===== config.mk =====
export PLATFORM = sky130hd
export DESIGN_NAME = half_sort_and_merge_sorter
export DESIGN_NICKNAME = d
export VERILOG_FILES = /design/src/rtl/core/hsms_pkg.sv /design/src/rtl/core/hsms_ram.sv /design/src/rtl/core/hsms_ctrl.sv /design/src/rtl/core/half_sort_and_merge_sorter.sv
export VERILOG_INCLUDE_DIRS = /design/src /design/src/rtl/core
export SDC_FILE = /design/constraint.sdc
export NUM_CORES = 2
export LEC_CHECK = 0
export BUFFER_PORTS_ARGS = -buffer_cell sky130_fd_sc_hd__buf_2
export CORE_ASPECT_RATIO = 0.5
export CORE_MARGIN = 2
export CORE_UTILIZATION = 63
export CTS_BUF_LIST = sky130_fd_sc_hd__clkbuf_16
export DETAILED_ROUTE_END_ITERATION = 8
export HOLD_SLACK_MARGIN = 0.05
export PLACE_DENSITY_LB_ADDON = 0.05
export SLEW_MARGIN = 20
export SYNTH_ARGS = -nofsm -noshare
export SYNTH_HDL_FRONTEND = slang
export SYNTH_SLANG_ARGS = --single-unit

===== constraint.sdc =====
create_clock -name i_clk -period 11.9 [get_ports i_clk]
set_clock_uncertainty 0.2 [all_clocks]
set_input_delay 1.19 -clock i_clk [delete_from_list [all_inputs] [get_ports i_clk]]
set_output_delay 1.19 -clock i_clk [all_outputs]
set_load 0.01 [all_outputs]

===== src/rtl/core/half_sort_and_merge_sorter_macros.svh =====
// ----------------------------------------------------------------------------
// half_sort_and_merge_sorter_macros
// assertion macros used by the sorter controller, clocked on i_clk, reset i_rst_n
// ----------------------------------------------------------------------------
`ifndef HALF_SORT_AND_MERGE_SORTER_MACROS_SVH
`define HALF_SORT_AND_MERGE_SORTER_MACROS_SVH

// same-cycle implication
`define HSMS_ASSERT_IMP(lbl, ante, cons, msg) \
    lbl: assert property (@(posedge i_clk) disable iff (!i_rst_n) (ante) |-> (cons)) \
        else $error(msg);

// next-cycle implication
`define HSMS_ASSERT_NXT(lbl, ante, cons, msg) \
    lbl: assert property (@(posedge i_clk) disable iff (!i_rst_n) (ante) |=> (cons)) \
        else $error(msg);

`endif


===== src/rtl/core/hsms_pkg.sv =====
// ----------------------------------------------------------------------------
// hsms_pkg
// types and constants of the half sort and merge sorter
// ----------------------------------------------------------------------------
package hsms_pkg;

    localparam int DATA_WIDTH = 32;

    typedef struct packed {
        logic signed [DATA_WIDTH-1:0] value;
        logic                         last;
    } t_in;

    typedef struct packed {
        logic signed [DATA_WIDTH-1:0] value_res;
        logic                         last_res;
    } t_out;

    typedef struct packed {
        logic valid;
        t_out data;
    } t_emit;

    typedef enum logic [3:0] {
        S_LOAD,
        S_SORT_KEY_RD,
        S_SORT_KEY,
        S_SORT_CMP_RD,
        S_SORT_CMP,
        S_MRG_START,
        S_MRG_A,
        S_MRG_B,
        S_MRG_OUT
    } t_state;

endpackage


===== src/rtl/core/hsms_ram.sv =====
// ----------------------------------------------------------------------------
// hsms_ram
// element store, one write port and one read port with registered read data
// ----------------------------------------------------------------------------
module hsms_ram
    import hsms_pkg::*;
#(
    parameter int DEPTH = 64,
    localparam int AW = $clog2(DEPTH)
) (
    input  logic                  i_clk,
    input  logic                  i_we,
    input  logic [AW-1:0]         i_waddr,
    input  logic [DATA_WIDTH-1:0] i_wdata,
    input  logic [AW-1:0]         i_raddr,
    output logic [DATA_WIDTH-1:0] o_rdata
);

    logic [DATA_WIDTH-1:0] r_mem [DEPTH];
    logic [DATA_WIDTH-1:0] r_rdata;

    always_ff @(posedge i_clk) begin
        if (i_we) begin
            r_mem[i_waddr] <= i_wdata;
        end
    end

    always_ff @(posedge i_clk) begin
        r_rdata <= r_mem[i_raddr];
    end

    assign o_rdata = r_rdata;

endmodule


===== src/rtl/core/hsms_ctrl.sv =====
// ----------------------------------------------------------------------------
// hsms_ctrl
// load, insertion sort of both halves and two-way merge over the element store
// ----------------------------------------------------------------------------
`include "half_sort_and_merge_sorter_macros.svh"

module hsms_ctrl
    import hsms_pkg::*;
#(
    parameter int MAX_ELEMENTS = 64,
    localparam int AW = $clog2(MAX_ELEMENTS),
    localparam int CW = $clog2(MAX_ELEMENTS + 1)
) (
    input  logic                  i_clk,
    input  logic                  i_rst_n,
    input  logic                  i_start,
    input  t_in                   i_item,
    output logic                  o_busy,
    output logic                  o_mem_we,
    output logic [AW-1:0]         o_mem_waddr,
    output logic [DATA_WIDTH-1:0] o_mem_wdata,
    output logic [AW-1:0]         o_mem_raddr,
    input  logic [DATA_WIDTH-1:0] i_mem_rdata,
    output t_emit                 o_emit
);

    t_state r_state, n_state;
    logic [CW-1:0] r_count, n_count;
    logic [CW-1:0] r_n, n_n;
    logic          r_part, n_part;
    logic [CW-1:0] r_i, n_i;
    logic [CW-1:0] r_j, n_j;
    logic [CW-1:0] r_a, n_a;
    logic [CW-1:0] r_b, n_b;
    logic [CW-1:0] r_k, n_k;
    logic          r_init, n_init;
    logic [DATA_WIDTH-1:0] r_key, n_key;
    logic [DATA_WIDTH-1:0] r_ha, n_ha;
    logic [DATA_WIDTH-1:0] r_hb, n_hb;

    logic [CW-1:0] w_mid, w_lo, w_hi, w_cnt_inc, w_jm1, w_i1, w_a1, w_b1, w_k1;
    logic          w_accept, w_end, w_gt, w_take_a, w_final;

    assign w_mid     = r_n >> 1;
    assign w_lo      = r_part ? w_mid : '0;
    assign w_hi      = r_part ? r_n : w_mid;
    assign w_cnt_inc = r_count + CW'(1);
    assign w_jm1     = r_j - CW'(1);
    assign w_i1      = r_i + CW'(1);
    assign w_a1      = r_a + CW'(1);
    assign w_b1      = r_b + CW'(1);
    assign w_k1      = r_k + CW'(1);
    assign w_accept  = i_start && (r_state == S_LOAD);
    assign w_end     = i_item.last || (w_cnt_inc == CW'(MAX_ELEMENTS));
    assign w_gt      = $signed(i_mem_rdata) > $signed(r_key);
    assign w_take_a  = (r_a < w_mid) && ((r_b >= r_n) || ($signed(r_ha) < $signed(r_hb)));
    assign w_final   = (w_k1 == r_n);
    assign o_busy    = (r_state != S_LOAD);

    always_comb begin
        n_state = r_state;
        unique case (r_state)
            S_LOAD: begin
                if (w_accept && w_end) n_state = S_SORT_KEY_RD;
            end
            S_SORT_KEY_RD: begin
                if (r_i >= w_hi) begin
                    if (r_part) n_state = S_MRG_START;
                end else begin
                    n_state = S_SORT_KEY;
                end
            end
            S_SORT_KEY: n_state = S_SORT_CMP_RD;
            S_SORT_CMP_RD: begin
                n_state = (r_j == w_lo) ? S_SORT_KEY_RD : S_SORT_CMP;
            end
            S_SORT_CMP: begin
                n_state = w_gt ? S_SORT_CMP_RD : S_SORT_KEY_RD;
            end
            S_MRG_START: n_state = S_MRG_A;
            S_MRG_A: n_state = r_init ? S_MRG_B : S_MRG_OUT;
            S_MRG_B: n_state = S_MRG_OUT;
            S_MRG_OUT: begin
                if (w_final) n_state = S_LOAD;
                else n_state = w_take_a ? S_MRG_A : S_MRG_B;
            end
            default: n_state = S_LOAD;
        endcase
    end

    always_comb begin
        n_count     = r_count;
        n_n         = r_n;
        n_part      = r_part;
        n_i         = r_i;
        n_j         = r_j;
        n_a         = r_a;
        n_b         = r_b;
        n_k         = r_k;
        n_init      = r_init;
        n_key       = r_key;
        n_ha        = r_ha;
        n_hb        = r_hb;
        o_mem_we    = 1'b0;
        o_mem_waddr = '0;
        o_mem_wdata = '0;
        o_mem_raddr = '0;
        o_emit      = '0;
        unique case (r_state)
            S_LOAD: begin
                if (w_accept) begin
                    o_mem_we    = 1'b1;
                    o_mem_waddr = r_count[AW-1:0];
                    o_mem_wdata = i_item.value;
                    if (w_end) begin
                        n_count = '0;
                        n_n     = w_cnt_inc;
                        n_part  = 1'b0;
                        n_i     = CW'(1);
                    end else begin
                        n_count = w_cnt_inc;
                    end
                end
            end
            S_SORT_KEY_RD: begin
                if (r_i >= w_hi) begin
                    if (!r_part) begin
                        n_part = 1'b1;
                        n_i    = w_mid + CW'(1);
                    end else begin
                        n_a    = '0;
                        n_b    = w_mid;
                        n_k    = '0;
                        n_init = 1'b1;
                    end
                end else begin
                    o_mem_raddr = r_i[AW-1:0];
                end
            end
            S_SORT_KEY: begin
                n_key = i_mem_rdata;
                n_j   = r_i;
            end
            S_SORT_CMP_RD: begin
                if (r_j == w_lo) begin
                    o_mem_we    = 1'b1;
                    o_mem_waddr = r_j[AW-1:0];
                    o_mem_wdata = r_key;
                    n_i         = w_i1;
                end else begin
                    o_mem_raddr = w_jm1[AW-1:0];
                end
            end
            S_SORT_CMP: begin
                o_mem_we    = 1'b1;
                o_mem_waddr = r_j[AW-1:0];
                if (w_gt) begin
                    o_mem_wdata = i_mem_rdata;
                    n_j         = w_jm1;
                end else begin
                    o_mem_wdata = r_key;
                    n_i         = w_i1;
                end
            end
            S_MRG_START: begin
                o_mem_raddr = r_a[AW-1:0];
            end
            S_MRG_A: begin
                n_ha = i_mem_rdata;
                if (r_init) begin
                    n_init      = 1'b0;
                    o_mem_raddr = r_b[AW-1:0];
                end
            end
            S_MRG_B: begin
                n_hb = i_mem_rdata;
            end
            S_MRG_OUT: begin
                o_emit.valid         = 1'b1;
                o_emit.data.last_res = w_final;
                n_k                  = w_k1;
                if (w_take_a) begin
                    o_emit.data.value_res = r_ha;
                    n_a                   = w_a1;
                    o_mem_raddr           = w_a1[AW-1:0];
                end else begin
                    o_emit.data.value_res = r_hb;
                    n_b                   = w_b1;
                    o_mem_raddr           = w_b1[AW-1:0];
                end
            end
            default: begin
                n_count = '0;
            end
        endcase
    end

    always_ff @(posedge i_clk) begin
        if (!i_rst_n) begin
            r_state <= S_LOAD;
            r_count <= '0;
            r_n     <= '0;
            r_part  <= 1'b0;
            r_i     <= '0;
            r_j     <= '0;
            r_a     <= '0;
            r_b     <= '0;
            r_k     <= '0;
            r_init  <= 1'b0;
        end else begin
            r_state <= n_state;
            r_count <= n_count;
            r_n     <= n_n;
            r_part  <= n_part;
            r_i     <= n_i;
            r_j     <= n_j;
            r_a     <= n_a;
            r_b     <= n_b;
            r_k     <= n_k;
            r_init  <= n_init;
        end
    end

    always_ff @(posedge i_clk) begin
        r_key <= n_key;
        r_ha  <= n_ha;
        r_hb  <= n_hb;
    end

    `HSMS_ASSERT_IMP(a_out_in_range, r_state == S_MRG_OUT, r_k < r_n, "merge index past count")
    `HSMS_ASSERT_NXT(a_last_ends, o_emit.valid && o_emit.data.last_res, r_state == S_LOAD, "no return to load after final result")
    `HSMS_ASSERT_IMP(a_sort_idx, r_state == S_SORT_KEY_RD, r_i <= r_n, "sort index past count")
    `HSMS_ASSERT_IMP(a_merge_ptrs, (r_state == S_MRG_A) || (r_state == S_MRG_B) || (r_state == S_MRG_OUT), (r_a <= w_mid) && (r_b <= r_n), "merge pointer out of range")

endmodule


===== src/rtl/core/half_sort_and_merge_sorter.sv =====
// ----------------------------------------------------------------------------
// half_sort_and_merge_sorter
// loads one element per cycle while not busy, sorts both halves in the store, merges them
// after the final element each half is insertion sorted in place, one key
//   read and shift loop per element, then the merge is set up and each result
//   is picked from the heads of the two halves and registered at the output
// throughput: one element per cycle while loading, busy until the last result
// reset: synchronous, clears the batch and any pending result
// ----------------------------------------------------------------------------
module half_sort_and_merge_sorter
    import hsms_pkg::*;
#(
    parameter int MAX_ELEMENTS = 64
) (
    input  logic i_clk,
    input  logic i_rst_n,
    input  logic start,
    input  t_in  i_item,
    output logic busy,
    output logic o_valid,
    output t_out o_result
);

    localparam int AW = $clog2(MAX_ELEMENTS);

    logic                  w_we;
    logic [AW-1:0]         w_waddr;
    logic [DATA_WIDTH-1:0] w_wdata;
    logic [AW-1:0]         w_raddr;
    logic [DATA_WIDTH-1:0] w_rdata;
    t_emit                 w_emit;
    logic                  r_valid;
    t_out                  r_result;

    hsms_ctrl #(
        .MAX_ELEMENTS(MAX_ELEMENTS)
    ) u_ctrl (
        .i_clk      (i_clk),
        .i_rst_n    (i_rst_n),
        .i_start    (start),
        .i_item     (i_item),
        .o_busy     (busy),
        .o_mem_we   (w_we),
        .o_mem_waddr(w_waddr),
        .o_mem_wdata(w_wdata),
        .o_mem_raddr(w_raddr),
        .i_mem_rdata(w_rdata),
        .o_emit     (w_emit)
    );

    hsms_ram #(
        .DEPTH(MAX_ELEMENTS)
    ) u_ram (
        .i_clk  (i_clk),
        .i_we   (w_we),
        .i_waddr(w_waddr),
        .i_wdata(w_wdata),
        .i_raddr(w_raddr),
        .o_rdata(w_rdata)
    );

    always_ff @(posedge i_clk) begin
        if (!i_rst_n) begin
            r_valid <= 1'b0;
        end else begin
            r_valid <= w_emit.valid;
        end
    end

    always_ff @(posedge i_clk) begin
        r_result <= w_emit.data;
    end

    assign o_valid  = r_valid;
    assign o_result = r_result;

endmodule


==> out/summary.txt <==
=====================================================================================
Initial core utilization                                                       63.46%
Arrival time worst endpoint                                                   7570 ps
Chip height                                                                  274.9 um
Cell count after placement                                                       9253
Biggest area contributors in the synthesized netlist                     sky130_fd_sc_hd__edfxtp_1, sky130_fd_sc_hd__nand2_1, sky130_fd_sc_hd__nand3_1
Comb pwr share                                                                  18.3%
Cell at the root of the clock tree                                       sky130_fd_sc_hd__clkbuf_16
Worst Max-Slew Pin Slew                                                       1250 ps
Global-route track usage on met3                                               15.18%
Sequential fraction of the synthesis area                                      72.27%
Met1 capacity usage during global routing                                      57.21%
Layout cell share with drive strength beyond 1                                 8.978%
Buffers on Ports                                                                   70
Post-CTS Setup Inserts                                                              0
Crit path required time                                                      12350 ps
Average vias per placed instance                                                6.677
Leftover overflow at the end of global routing                                      0
Core area                                                                 145700 um^2
RR Startpoint                                                            u_ctrl.r_n[3]
Internal power summed over all cells                                         13.83 mW
Class of the most critical hold timing path                              register to register
Final Worst Setup Slack                                                       4780 ps
Worst-Skew Late Latency                                                        850 ps
Quantity of hold-fixing buffers added after cts                                     0
Critical Path Fanout Max                                                          167
Count of flip-flops with a built-in enable after synthesis                       2144
Path depth of the worst reg2reg path                                               16
IR drop worst, VDD                                                           152.3 uV
Worst slew slack as a fraction of its limit                                    16.09%
Wire length of the first global-routing pass                                416500 um
Routed length per placed instance                                            30.66 um
CTS tree                                                                         done
Average instance area after synthesis                                      12.32 um^2
Final-layout fill cell count                                                    10140
Final instance count without filler cells                                        9603
Synth unique cells                                                                 81
Count of endpoints failing hold in the final timing report                          0
Setup total negative slack                                                       0 ps
FF-to-FF setup slack                                                          4780 ps
Dominant synthesized flop cell                                           sky130_fd_sc_hd__edfxtp_1
Final core utilization                                                         69.56%
Final routed wirelength across all metal layers                             294400 um
Synth Cell Area                                                            92440 um^2
Final hold slack                                                             301.1 ps
Antenna violations before repair                                                   17
Hold Startpoint                                                          u_ctrl.r_init
TritonCTS buffer count                                                            193
Yosys warnings                                                                      0
Switching share of power                                                       30.22%
Area growth from synthesis to final layout                                     9.618%
Place WS                                                                      5080 ps
Remaining antenna violation count                                                   0
Post-synth net total                                                             7624
Period minus WS final                                                         7120 ps
Capturing point of the worst reg2reg path                                u_ram.o_rdata[14]
Net load switching power                                                     5.990 mW
Initial detailed-routing violation count                                        11590
Element type at the critical path end                                        register
Critical setup path kind                                                 register to register
Die area                                                                  150000 um^2
Highest Clock Rate                                                         0.1404 GHz
Drt first pass iters                                                                7
GR Layer Usage met2                                                            53.23%
Leakage component of the power                                               35.60 nW
Clock-pin slew of the registers on the worst-case setup and hold paths          70 ps
Total number of vias                                                            64120
Total number of clock tree sinks                                                 2265
Critical Path Source Type                                                    register
Top cells by count, synth                                                sky130_fd_sc_hd__nand2_1, sky130_fd_sc_hd__edfxtp_1, sky130_fd_sc_hd__nand3_1
Die boundary width                                                           545.7 um
Most crowded layer after global routing                                          met1
Layout Nets                                                                      7603
Count of boundary I/O pins                                                         71
Total DRC errors in the routed layout                                               0
Routability-driven placement congestion ratio                                  0.9376
H-tree depth                                                                        4
Part of the power in the clock network                                          31.3%
Pin count of the biggest net entering global routing                              184
Hpwl dp                                                                     164800 um
Hold Path Depth                                                                     2
Number of buffers between clock root and the deepest sink                           4
Ratio of total power to cell area                                        195.6 nW/um^2
Row count                                                                          99
Pins over their slew limit                                                          0
Vias in the first global route                                                  58800
Total of flip-flops plus latches after synthesis                                 2265
Yosys top cell area share                                                      69.65%
Most frequently used cell type in the post-synthesis netlist             sky130_fd_sc_hd__nand2_1
Cells after Synth                                                                7500
Total of endpoints with negative setup slack in the final report                    0
Total global-route track usage                                                 38.84%
Synth area leader                                                        sky130_fd_sc_hd__edfxtp_1
Quantity of gates resized following cts                                             0
Unrepaired setup endpoints after global routing                                 false
End point of the worst hold path                                         u_ctrl.r_init
Outcome                                                                  finished, final reports clean
MaxCap Viol Count                                                                   0
Async set or reset register ratio after synthesis                                  0%
Relative contribution of sequential cells to total power                        50.5%
Period utilisation layout                                                      59.83%
=====================================================================================
## power by group through the flow
stage | logic (mW) | registers, mW | clock network, mW
floorplan | 1.97 | 9.98 | 0
global placement | 3.40 | 10.1 | 0
detailed placement | 3.49 | 10.2 | 0
CTS | 3.51 | 9.98 | 6.21
global route | 3.81 | 10.0 | 6.53
finish | 3.62 | 10.0 | 6.19
## metrics by stage
step	instance area (um^2)	total power, mW
floorplan	92440	11.95
global placement	95110	13.54
detailed placement	95310	13.64
CTS	101300	19.69
global route	101300	20.34
finish	101300	19.82
## critical path, stage by stage, from the launching register on
cell and delay, ps:
sky130_fd_sc_hd__dfxtp_1 590, sky130_fd_sc_hd__inv_1 180, sky130_fd_sc_hd__ha_1 330, sky130_fd_sc_hd__a21oi_1 140
sky130_fd_sc_hd__o21ai_1 80, sky130_fd_sc_hd__a211oi_1 310, sky130_fd_sc_hd__o21ai_1 270, sky130_fd_sc_hd__a211o_1 490
sky130_fd_sc_hd__o311ai_4 370, sky130_fd_sc_hd__buf_12 480, sky130_fd_sc_hd__buf_12 690, sky130_fd_sc_hd__buf_4 780
sky130_fd_sc_hd__nand3_1 170, sky130_fd_sc_hd__a31oi_1 220, sky130_fd_sc_hd__o21ai_0 400, sky130_fd_sc_hd__nor4_2 870
sky130_fd_sc_hd__nor3_1 100
## cell type report
class | instances | area (um^2) | share of cell area (%)
Sequential cell | 2265 | 66800 | 65.93
Multi-Input combinational cell | 4677 | 23830 | 23.52
Clock buffer | 194 | 4855 | 4.791
Tap cell | 1969 | 2464 | 2.431
Timing Repair Buffer | 258 | 1916 | 1.891
Clock inverter | 152 | 1135 | 1.120
Inverter | 84 | 315.3 | 0.3112
Antenna cell | 4 | 10.01 | 0.009879
## worst max path at each step
stage / startpoint / endpoint / slack, ps / cells past startpoint
finish: u_ctrl.r_n[3] / u_ram.o_rdata[14] / 4780 / 16
floorplan: u_ctrl.r_key[17] / u_ram.r_mem[0][0] / 7330 / 15
CTS: u_ctrl.r_n[3] / u_ram.o_rdata[21] / 5050 / 17
global route: u_ctrl.r_n[3] / u_ram.o_rdata[21] / 4480 / 17
detailed placement: u_ctrl.r_n[3] / u_ram.o_rdata[21] / 5080 / 17
global placement: u_ctrl.r_part / u_ram.o_rdata[29] / 4310 / 16
## layout by cell type, fill, tap and decap left out, types with 9 or more instances in the layout
master                         n
sky130_fd_sc_hd__a211oi_1     19
sky130_fd_sc_hd__a21o_1       14
sky130_fd_sc_hd__a21oi_1     102
sky130_fd_sc_hd__a22oi_1      55
sky130_fd_sc_hd__a311o_1       9
sky130_fd_sc_hd__a311oi_1     31
sky130_fd_sc_hd__a31o_2       18
sky130_fd_sc_hd__a31oi_1     131
sky130_fd_sc_hd__a32o_1       32
sky130_fd_sc_hd__and3_1      109
sky130_fd_sc_hd__buf_12       12
sky130_fd_sc_hd__buf_2        70
sky130_fd_sc_hd__buf_4       175
sky130_fd_sc_hd__bufinv_16    18
sky130_fd_sc_hd__clkbuf_16   194
sky130_fd_sc_hd__clkinv_1     52
sky130_fd_sc_hd__clkinv_2     36
sky130_fd_sc_hd__dfxtp_1     121
sky130_fd_sc_hd__edfxtp_1   2144
sky130_fd_sc_hd__ha_1         88
sky130_fd_sc_hd__inv_1       124
sky130_fd_sc_hd__mux2i_1      53
sky130_fd_sc_hd__nand2_1    2165
sky130_fd_sc_hd__nand2_2      32
sky130_fd_sc_hd__nand2b_1     11
sky130_fd_sc_hd__nand3_1    1204
sky130_fd_sc_hd__nand4_1      44
sky130_fd_sc_hd__nor2_1      132
sky130_fd_sc_hd__nor2_4       67
sky130_fd_sc_hd__nor2b_1      10
sky130_fd_sc_hd__nor3_1       40
sky130_fd_sc_hd__o211ai_1     10
sky130_fd_sc_hd__o21a_1        9
sky130_fd_sc_hd__o21ai_0      89
sky130_fd_sc_hd__o21ai_1      11
sky130_fd_sc_hd__xnor2_1      14
sky130_fd_sc_hd__xor2_1       14
## routing by layer
| layer | wire [um] | up-vias | part of all wire (%) |
|---|---|---|---|
| met5 | 583 | - | 0.20 |
| met4 | 9995 | 16 | 3.4 |
| met3 | 50610 | 583 | 17 |
| met2 | 120000 | 4886 | 41 |
| met1 | 113200 | 31480 | 38 |
| li1 | - | 27160 | - |
## sequential cells by signal (all words and copies together) (netlist names), 4 cells and up
| signal | flops |
|---|---|
| u_ctrl.r_count | 7 |
| u_ctrl.r_i | 7 |
| u_ctrl.r_a | 7 |
| u_ctrl.r_state | 4 |
| u_ctrl.r_key | 32 |
| u_ctrl.r_ha | 32 |
| u_ctrl.r_k | 7 |
| u_ctrl.r_n | 7 |
| u_ctrl.r_b | 7 |
| u_ctrl.r_hb | 32 |
| u_ram.o_rdata | 32 |
| o_result | 33 |
| u_ram.r_mem | 2048 |
| u_ctrl.r_j | 7 |
## cells by family after synthesis
group           after synthesis  share of synthesized area [%]
simple gates               3876                          18.10
flops                      2265                          72.27
compound gates              631                          4.744
buf+inv                     558                          2.840
fa+ha+maj                    88                          1.191
mux                          54                         0.5861
xor+xnor                     28                         0.2653
(Power assumes the default switching activity.)
